$ cat src/design/ftad_pkg.sv
package ftad_pkg;

  localparam int unsigned FTAD_MAX_FANS = 5;

  localparam int unsigned IDX_W   = 3;
  localparam int unsigned COUNT_W = 8;
  localparam int unsigned EXP_W   = 3;
  localparam int unsigned NUM_W   = 21;
  localparam int unsigned DEN_W   = COUNT_W + (1 << EXP_W) - 1;

  localparam logic [NUM_W-1:0]   RPM_NUMERATOR = NUM_W'(1350000);
  localparam logic [COUNT_W-1:0] COUNT_ABSENT  = 8'hFF;
  localparam logic [COUNT_W-1:0] COUNT_HIGH    = 8'd192;
  localparam logic [COUNT_W-1:0] COUNT_LOW     = 8'd96;
  localparam logic [EXP_W-1:0]   EXP_MAX       = 3'd7;
  localparam logic [IDX_W-1:0]   FAN_COUNT_RST = 3'd5;

  typedef struct packed {
    logic start;
  } div_ctl_t;

  typedef struct packed {
    logic busy;
    logic done;
  } div_sts_t;

endpackage

$ cat src/design/ftad_if.sv
interface ftad_in_if import ftad_pkg::*; ();
  logic               valid;
  logic               ready;
  logic [IDX_W-1:0]   fan_index;
  logic [COUNT_W-1:0] tach_count;

  modport source (output valid, fan_index, tach_count, input ready);
  modport sink   (input valid, fan_index, tach_count, output ready);
endinterface

interface ftad_out_if import ftad_pkg::*; ();
  logic             valid;
  logic             ready;
  logic [IDX_W-1:0] fan_channel;
  logic [NUM_W-1:0] rpm;
  logic [EXP_W-1:0] divisor_exponent;
  logic             divisor_changed;
  logic             accepted;

  modport source (output valid, fan_channel, rpm, divisor_exponent, divisor_changed,
                  accepted, input ready);
  modport sink   (input valid, fan_channel, rpm, divisor_exponent, divisor_changed,
                  accepted, output ready);
endinterface

interface ftad_cfg_if import ftad_pkg::*; ();
  logic             valid;
  logic             ready;
  logic [IDX_W-1:0] data;

  modport source (output valid, data, input ready);
  modport sink   (input valid, data, output ready);
endinterface

$ cat src/design/ftad_div.sv
module ftad_div
  import ftad_pkg::*;
(
  input  logic             clk,
  input  logic             rst_n,
  input  div_ctl_t         ctl,
  input  logic [DEN_W-1:0] denom,
  output div_sts_t         sts,
  output logic [NUM_W-1:0] quot
);

  localparam int unsigned CNT_W = $clog2(NUM_W);

  logic             busy_r, busy_nxt;
  logic             done_r, done_nxt;
  logic [CNT_W-1:0] cnt_r, cnt_nxt;
  logic [DEN_W-1:0] den_r, den_nxt;
  logic [DEN_W-1:0] rem_r, rem_nxt;
  logic [NUM_W-1:0] quo_r, quo_nxt;

  logic [DEN_W:0]   trial;
  logic [DEN_W:0]   diff;
  logic             fits;

  // Restoring step: shift in the next numerator bit, subtract if it fits
  always_comb begin
    trial = {rem_r, quo_r[NUM_W-1]};
    diff  = trial - {1'b0, den_r};
    fits  = (trial >= {1'b0, den_r});
  end

  always_comb begin
    busy_nxt = busy_r;
    done_nxt = 1'b0;
    cnt_nxt  = cnt_r;
    den_nxt  = den_r;
    rem_nxt  = rem_r;
    quo_nxt  = quo_r;
    if (ctl.start) begin
      busy_nxt = 1'b1;
      cnt_nxt  = '0;
      den_nxt  = denom;
      rem_nxt  = '0;
      quo_nxt  = RPM_NUMERATOR;
    end else if (busy_r) begin
      rem_nxt = fits ? diff[DEN_W-1:0] : trial[DEN_W-1:0];
      quo_nxt = {quo_r[NUM_W-2:0], fits};
      cnt_nxt = cnt_r + 1'b1;
      if (cnt_r == CNT_W'(NUM_W - 1)) begin
        busy_nxt = 1'b0;
        done_nxt = 1'b1;
      end
    end
  end

  always_ff @(posedge clk) begin
    if (!rst_n) begin
      busy_r <= 1'b0;
      done_r <= 1'b0;
      cnt_r  <= '0;
    end else begin
      busy_r <= busy_nxt;
      done_r <= done_nxt;
      cnt_r  <= cnt_nxt;
    end
  end

  always_ff @(posedge clk) begin
    den_r <= den_nxt;
    rem_r <= rem_nxt;
    quo_r <= quo_nxt;
  end

  assign sts.busy = busy_r;
  assign sts.done = done_r;
  assign quot     = quo_r;

endmodule

$ cat src/design/fan_tach_autorange_divisor.sv
// Channel  | Dir | Handshake     | Beat contents
// in_bus   | in  | valid / ready | fan_index, tach_count
// out_bus  | out | valid / ready | fan_channel, rpm, divisor_exponent, divisor_changed, accepted
// cfg_bus  | in  | valid / ready | data = fan_count
//
// A beat whose count needs division passes, with the result taken at once, through
// an accept step, 21 steps of the shared restoring divider (one quotient bit each),
// a capture step and a hand-off step before the next beat can be accepted.
// Rejected indices and counts of 0 or 255 skip the divider and go straight to the hand-off.
// Reset (synchronous, rst_n low) clears all divisor exponents and sets fan_count to 5.
// A stalled result holds in the output register; in_bus and cfg_bus stay not ready.
module fan_tach_autorange_divisor
  import ftad_pkg::*;
#(
  parameter int unsigned MAX_FANS = FTAD_MAX_FANS
) (
  input  logic  clk,
  input  logic  rst_n,
  ftad_in_if.sink    in_bus,
  ftad_out_if.source out_bus,
  ftad_cfg_if.sink   cfg_bus
);

  localparam int unsigned SEL_W = (MAX_FANS > 1) ? $clog2(MAX_FANS) : 1;

  typedef enum logic [2:0] {
    ST_IDLE = 3'b001,
    ST_DIV  = 3'b010,
    ST_OUT  = 3'b100
  } state_t;

  state_t state_r, state_nxt;

  logic [IDX_W-1:0] fan_count_r;
  logic [EXP_W-1:0] fan_exp_r [MAX_FANS];

  logic [IDX_W-1:0] chan_r, chan_nxt;
  logic [NUM_W-1:0] rpm_r, rpm_nxt;
  logic [EXP_W-1:0] exp_r, exp_nxt;
  logic [EXP_W-1:0] old_exp_r, old_exp_nxt;
  logic             chg_r, chg_nxt;
  logic             acc_r, acc_nxt;

  logic             in_fire;
  logic             idx_ok;
  logic [SEL_W-1:0] sel;
  logic [EXP_W-1:0] old_exp;
  logic [EXP_W-1:0] new_exp;
  logic [DEN_W-1:0] denom;
  logic             special;

  div_ctl_t         div_ctl;
  div_sts_t         div_sts;
  logic [NUM_W-1:0] div_quot;

  assign in_bus.ready  = (state_r == ST_IDLE);
  assign cfg_bus.ready = (state_r == ST_IDLE);
  assign in_fire       = in_bus.valid && in_bus.ready;

  // Index check: both the programmed count and the built-in channel limit apply
  always_comb begin
    idx_ok  = (in_bus.fan_index < fan_count_r) &&
              ({1'b0, in_bus.fan_index} < (IDX_W + 1)'(MAX_FANS));
    sel     = in_bus.fan_index[SEL_W-1:0];
    old_exp = idx_ok ? fan_exp_r[sel] : '0;
    new_exp = old_exp;
    if (in_bus.tach_count > COUNT_HIGH && old_exp < EXP_MAX) begin
      new_exp = old_exp + 1'b1;
    end else if (in_bus.tach_count < COUNT_LOW && old_exp != '0) begin
      new_exp = old_exp - 1'b1;
    end
    denom   = DEN_W'(in_bus.tach_count) << old_exp;
    // Rejected index, absent fan and zero count bypass the divider
    special = !idx_ok || (in_bus.tach_count == COUNT_ABSENT) || (in_bus.tach_count == '0);
  end

  assign div_ctl.start = in_fire && !special;

  ftad_div u_div (
    .clk   (clk),
    .rst_n (rst_n),
    .ctl   (div_ctl),
    .denom (denom),
    .sts   (div_sts),
    .quot  (div_quot)
  );

  always_comb begin
    state_nxt   = state_r;
    chan_nxt    = chan_r;
    rpm_nxt     = rpm_r;
    exp_nxt     = exp_r;
    old_exp_nxt = old_exp_r;
    chg_nxt     = chg_r;
    acc_nxt     = acc_r;
    unique case (state_r)
      ST_IDLE: begin
        if (in_fire) begin
          chan_nxt    = in_bus.fan_index;
          acc_nxt     = idx_ok;
          old_exp_nxt = old_exp;
          exp_nxt     = idx_ok ? new_exp : '0;
          chg_nxt     = idx_ok && (new_exp != old_exp);
          if (!idx_ok || in_bus.tach_count == COUNT_ABSENT) begin
            rpm_nxt = '0;
          end else begin
            rpm_nxt = RPM_NUMERATOR;
          end
          state_nxt = special ? ST_OUT : ST_DIV;
        end
      end
      ST_DIV: begin
        if (div_sts.done) begin
          rpm_nxt   = div_quot;
          state_nxt = ST_OUT;
        end
      end
      ST_OUT: begin
        if (out_bus.ready) begin
          state_nxt = ST_IDLE;
        end
      end
      default: state_nxt = ST_IDLE;
    endcase
  end

  always_ff @(posedge clk) begin
    if (!rst_n) begin
      state_r     <= ST_IDLE;
      fan_count_r <= FAN_COUNT_RST;
      for (int i = 0; i < int'(MAX_FANS); i++) begin
        fan_exp_r[i] <= '0;
      end
    end else begin
      state_r <= state_nxt;
      if (cfg_bus.valid && cfg_bus.ready) begin
        fan_count_r <= cfg_bus.data;
      end
      // Write back the ranged exponent at accept; rejected beats leave it alone
      if (in_fire && idx_ok) begin
        fan_exp_r[sel] <= new_exp;
      end
    end
  end

  always_ff @(posedge clk) begin
    chan_r    <= chan_nxt;
    rpm_r     <= rpm_nxt;
    exp_r     <= exp_nxt;
    old_exp_r <= old_exp_nxt;
    chg_r     <= chg_nxt;
    acc_r     <= acc_nxt;
  end

  assign out_bus.valid            = (state_r == ST_OUT);
  assign out_bus.fan_channel      = chan_r;
  assign out_bus.rpm              = rpm_r;
  assign out_bus.divisor_exponent = exp_r;
  assign out_bus.divisor_changed  = chg_r;
  assign out_bus.accepted         = acc_r;

  a_one_in_flight: assert property (@(posedge clk) disable iff (!rst_n)
    in_bus.ready |-> !out_bus.valid && !div_sts.busy)
    else $error("input ready while a beat is still in flight");

  a_done_in_div: assert property (@(posedge clk) disable iff (!rst_n)
    div_sts.done |-> state_r == ST_DIV)
    else $error("divider finished outside the divide state");

  a_reject_zero: assert property (@(posedge clk) disable iff (!rst_n)
    out_bus.valid && !out_bus.accepted |->
      out_bus.rpm == '0 && out_bus.divisor_exponent == '0 && !out_bus.divisor_changed)
    else $error("rejected beat carries nonzero result fields");

  a_change_step: assert property (@(posedge clk) disable iff (!rst_n)
    out_bus.valid && out_bus.divisor_changed |->
      out_bus.divisor_exponent == old_exp_r + 1'b1 ||
      out_bus.divisor_exponent == old_exp_r - 1'b1)
    else $error("divisor exponent moved by other than one step");

endmodule

$ cat src/flat_wrapper.sv
// flat-port wrapper written by rule: the top's interface ports become plain ports
module fan_tach_autorange_divisor_flat import ftad_pkg::*;
#(
  parameter int unsigned MAX_FANS = FTAD_MAX_FANS
)
  (clk, rst_n, in_bus_valid, in_bus_fan_index, in_bus_tach_count, in_bus_ready, out_bus_valid, out_bus_fan_channel, out_bus_rpm, out_bus_divisor_exponent, out_bus_divisor_changed, out_bus_accepted, out_bus_ready, cfg_bus_valid, cfg_bus_data, cfg_bus_ready);
  ftad_in_if in_bus_i ();
  ftad_out_if out_bus_i ();
  ftad_cfg_if cfg_bus_i ();
  input  logic clk;
  input  logic rst_n;
  input wire logic [$bits(in_bus_i.valid)-1:0] in_bus_valid;
  input wire logic [$bits(in_bus_i.fan_index)-1:0] in_bus_fan_index;
  input wire logic [$bits(in_bus_i.tach_count)-1:0] in_bus_tach_count;
  output wire logic [$bits(in_bus_i.ready)-1:0] in_bus_ready;
  output wire logic [$bits(out_bus_i.valid)-1:0] out_bus_valid;
  output wire logic [$bits(out_bus_i.fan_channel)-1:0] out_bus_fan_channel;
  output wire logic [$bits(out_bus_i.rpm)-1:0] out_bus_rpm;
  output wire logic [$bits(out_bus_i.divisor_exponent)-1:0] out_bus_divisor_exponent;
  output wire logic [$bits(out_bus_i.divisor_changed)-1:0] out_bus_divisor_changed;
  output wire logic [$bits(out_bus_i.accepted)-1:0] out_bus_accepted;
  input wire logic [$bits(out_bus_i.ready)-1:0] out_bus_ready;
  input wire logic [$bits(cfg_bus_i.valid)-1:0] cfg_bus_valid;
  input wire logic [$bits(cfg_bus_i.data)-1:0] cfg_bus_data;
  output wire logic [$bits(cfg_bus_i.ready)-1:0] cfg_bus_ready;
  assign in_bus_i.valid = in_bus_valid;
  assign in_bus_i.fan_index = in_bus_fan_index;
  assign in_bus_i.tach_count = in_bus_tach_count;
  assign in_bus_ready = in_bus_i.ready;
  assign out_bus_valid = out_bus_i.valid;
  assign out_bus_fan_channel = out_bus_i.fan_channel;
  assign out_bus_rpm = out_bus_i.rpm;
  assign out_bus_divisor_exponent = out_bus_i.divisor_exponent;
  assign out_bus_divisor_changed = out_bus_i.divisor_changed;
  assign out_bus_accepted = out_bus_i.accepted;
  assign out_bus_i.ready = out_bus_ready;
  assign cfg_bus_i.valid = cfg_bus_valid;
  assign cfg_bus_i.data = cfg_bus_data;
  assign cfg_bus_ready = cfg_bus_i.ready;
  fan_tach_autorange_divisor #(.MAX_FANS(MAX_FANS)) u_core (.clk(clk), .rst_n(rst_n), .in_bus(in_bus_i), .out_bus(out_bus_i), .cfg_bus(cfg_bus_i));
endmodule
$ cat config.mk
export PLATFORM = sky130hd
export DESIGN_NAME = fan_tach_autorange_divisor_flat
export DESIGN_NICKNAME = d
export VERILOG_FILES = /design/src/design/ftad_pkg.sv /design/src/design/ftad_if.sv /design/src/design/ftad_div.sv /design/src/design/fan_tach_autorange_divisor.sv /design/src/flat_wrapper.sv
export SDC_FILE = /design/constraint.sdc
export NUM_CORES = 1
export LEC_CHECK = 0
export BUFFER_PORTS_ARGS = -buffer_cell sky130_fd_sc_hd__buf_4
export CORE_ASPECT_RATIO = 0.5
export CORE_UTILIZATION = 60
export CTS_BUF_LIST = sky130_fd_sc_hd__clkbuf_8
export DETAILED_ROUTE_END_ITERATION = 8
export GPL_TIMING_DRIVEN = 0
export HOLD_SLACK_MARGIN = 0.1
export PLACE_DENSITY_LB_ADDON = 0.08
export SETUP_SLACK_MARGIN = 0.15
export SLEW_MARGIN = 40
export SYNTH_ARGS = -nofsm -noshare
export SYNTH_HDL_FRONTEND = slang
export SYNTH_HIERARCHICAL = 1
export SYNTH_SLANG_ARGS = --single-unit
$ cat constraint.sdc
create_clock -name clk -period 3.75 [get_ports clk]
set_input_delay 0.375 -clock clk [delete_from_list [all_inputs] [get_ports clk]]
set_output_delay 0.375 -clock clk [all_outputs]
set_load 0.02 [all_outputs]
==> results_dict.tcl <==
set metrics [dict create \
    grt_max_degree 23 \
    vias_per_cell 5.85 \
    p_leak_nw 3.05 \
    period_share 0.876 \
    cts_tree "built" \
    r2r_end "u_core/fan_exp_r[7][2]$_DFFE_PP_" \
    critPathKind "reg2reg" \
    finalPower_mw 4.98 \
    period_needed_ps 3290 \
    syn_area_per_cell_um2 10.3 \
    ff2ff_setup_slack_ps 460 \
    cts_buffer_depth 2 \
    routabilityCongestion 0.915 \
    vias 4840 \
    rr_worst_depth 11 \
    die-width_um 146 \
    grt_pass1_wl_mm 22.5 \
    die_y_um 74.0 \
    outcome "finished clean" \
    antenna_cells 0 \
    postLayoutCellArea_mm2 0.00720 \
    cp_slowest_stage_delay_ps 550 \
    place_ws_ps 175 \
    num_rows 25 \
    layout_setup_ws_ps 463 \
    start_kind "flip-flop" \
    multi_input_area_mm2 0.00294 \
    fillers 734 \
    rr_startpoint "u_core/fan_count_r[2]$_SDFFE_PN1P_" \
    finClkSkew_ps 21.4 \
    first_global_vias 4530 \
    io_pins 51 \
    antenna_found_initial 0 \
    min_path_type "in2reg" \
    p_per_area_mw_per_mm2 692 \
    final_cells 828 \
    postRouteAntennaNets 0 \
    end_kind "flip-flop" \
    utilization 0.738 \
    clkLatencyLatePin_ps 440 \
    synthesis.area_mm2 0.00621 \
    slew_violations 0 \
    crit_buf_inv 3 \
    max_freq_mhz 304 \
    firstDrtPassIters 5 \
    start_util 0.637 \
    yosysWarnings 6 \
    tns_ps 0 \
    core_mm2 0.00976 \
    synth_cells 604 \
    drtIter0Drc 360 \
    crit_fanout 10 \
    setup_violations 0 \
    cts_max_level 4 \
    post-dp-hpwl_mm 9.80 \
    hold_ws_ps 176 \
    whs_endpoint "u_core/fan_count_r[0]$_SDFFE_PN1P_" \
    path_cells "inv_1 > ha_1 > a21oi_1 > o211ai_2 > nor2_2 > buf_2 > ha_1 > and4_1 > a221oi_1 > a21oi_1 > inv_1" \
    ff_latch_area_mm2 0.00302 \
    grt_util_all_layers 0.273 \
    post_dp_cell_area_mm2 0.00678 \
    maxSlewHeadroom 0.492 \
    area_growth_pct 15.9 \
    wire_per_inst_um 16.7 \
    tightest_slew_ps 757 \
    hold_violations 0 \
    clock-sinks 117 \
    io_buffers 48 \
    hp-start "cfg_bus_data[0]" \
    grt-ovfl-total 0 \
    cts_made_buffers 17 \
    clk_pin_slew_ps 80 \
    ctsRootBufferMaster "clkbuf_8" \
    final_nets 721 \
    remaining_drc_errors 0 \
    drv_cap 0 \
    dieArea_mm2 0.0108 \
    rsz0062_at_grt "no" \
    worstPathRequired_ps 3890 \
    cp.arrival_ps 3420 \
    critical-path-slowest-cell "a21oi_1" \
    drive_gt1_frac 0.185 \
    finalWirelength_mm 13.9 \
    place_inst 795 \
    hold_path_depth 3 \
    ir_worst_vdd_mv 0.311 \
    path_delay_family "compound AO/OA/AOI/OAI gates" \
]
flip-flops by register name, indices dropped and copies added, names as in the netlist, 3 cells and up:
register and cells:
u_core/u_div/rem_r 15, u_core/out_bus.divisor_exponent 3, u_core/u_div/quot 21, u_core/state_r 3, u_core/u_div/cnt_r 5, u_core/out_bus.rpm 21
u_core/fan_count_r 3, u_core/fan_exp_r 24, u_core/out_bus.fan_channel 3, u_core/u_div/den_r 15
worst max-delay path by stage:
stage,start,end,slack [ps],cells after the start
3_3_place_gp,in_bus_fan_index[2],u_core/u_div/rem_r[2]$_SDFFE_PP0P_,270,10
3_5_place_dp,in_bus_fan_index[2],u_core/u_div/rem_r[2]$_SDFFE_PP0P_,170,10
6_report,u_core/fan_count_r[2]$_SDFFE_PN1P_,u_core/fan_exp_r[7][2]$_DFFE_PP_,460,11
5_1_grt,u_core/fan_count_r[2]$_SDFFE_PN1P_,u_core/fan_exp_r[5][2]$_DFFE_PP_,250,11
4_1_cts,u_core/fan_count_r[2]$_SDFFE_PN1P_,u_core/u_div/rem_r[2]$_SDFFE_PP0P_,370,10
2_1_floorplan,u_core/state_r[1]$_SDFFE_PN0P_,u_core/u_div/rem_r[2]$_SDFFE_PP0P_,970,6
cell type report:
type,instances,area share
multi-input cells,435,0.408
repair buffers,49,0.0514
inverters,30,0.0156
flip-flops and latches,117,0.420
well taps,135,0.0235
plain buffers,30,0.0242
clock inverters,15,0.0247
clock buffers,17,0.0325
cells in the final DEF, fill, tap and decap left out, types with 6 or more instances in the layout:
master,instances
conb_1,9
nor2_1,63
mux2_2,6
dfxtp_1,49
xnor2_1,9
nand3_1,17
and3_1,21
nor3_1,14
a211oi_1,7
nand2b_1,7
nand4_1,8
a21oi_1,27
nand2_1,61
inv_1,27
mux2i_1,41
ha_1,21
buf_2,7
o21ai_0,8
clkbuf_1,15
clkbuf_8,18
buf_4,51
edfxtp_1,68
a21o_1,14
routing by layer:
layer | track usage | share of wire
met5 | 0 | 0
met4 | 0.0784 | 0.0061
met2 | 0.464 | 0.48
met3 | 0.0748 | 0.052
met1 | 0.352 | 0.46
repair_timing:
item / in CTS / in global routing
setup buffers: 0 / 0
hold endpoints to repair: 0 / 1
hold buffers: 0 / 1
setup endpoints to repair: 0 / 11
gates resized for setup: 0 / 1
worst min-delay path, delay by kind of cell:
kind | cells | cell delay (ps)
and+or+nand+nor | 2 | 120
buffers and inverters | 1 | 70
where the power goes:
group          internal [mW]  total [mW]  leakage, nW  switching (mW)
clock network          0.662        1.21        0.213           0.551
logic                  0.778        1.89         1.76            1.11
registers               1.68        1.88         1.07           0.203
total                   3.12        4.98         3.05            1.86
No activity file was read; power rests on OpenSTA's default activity.
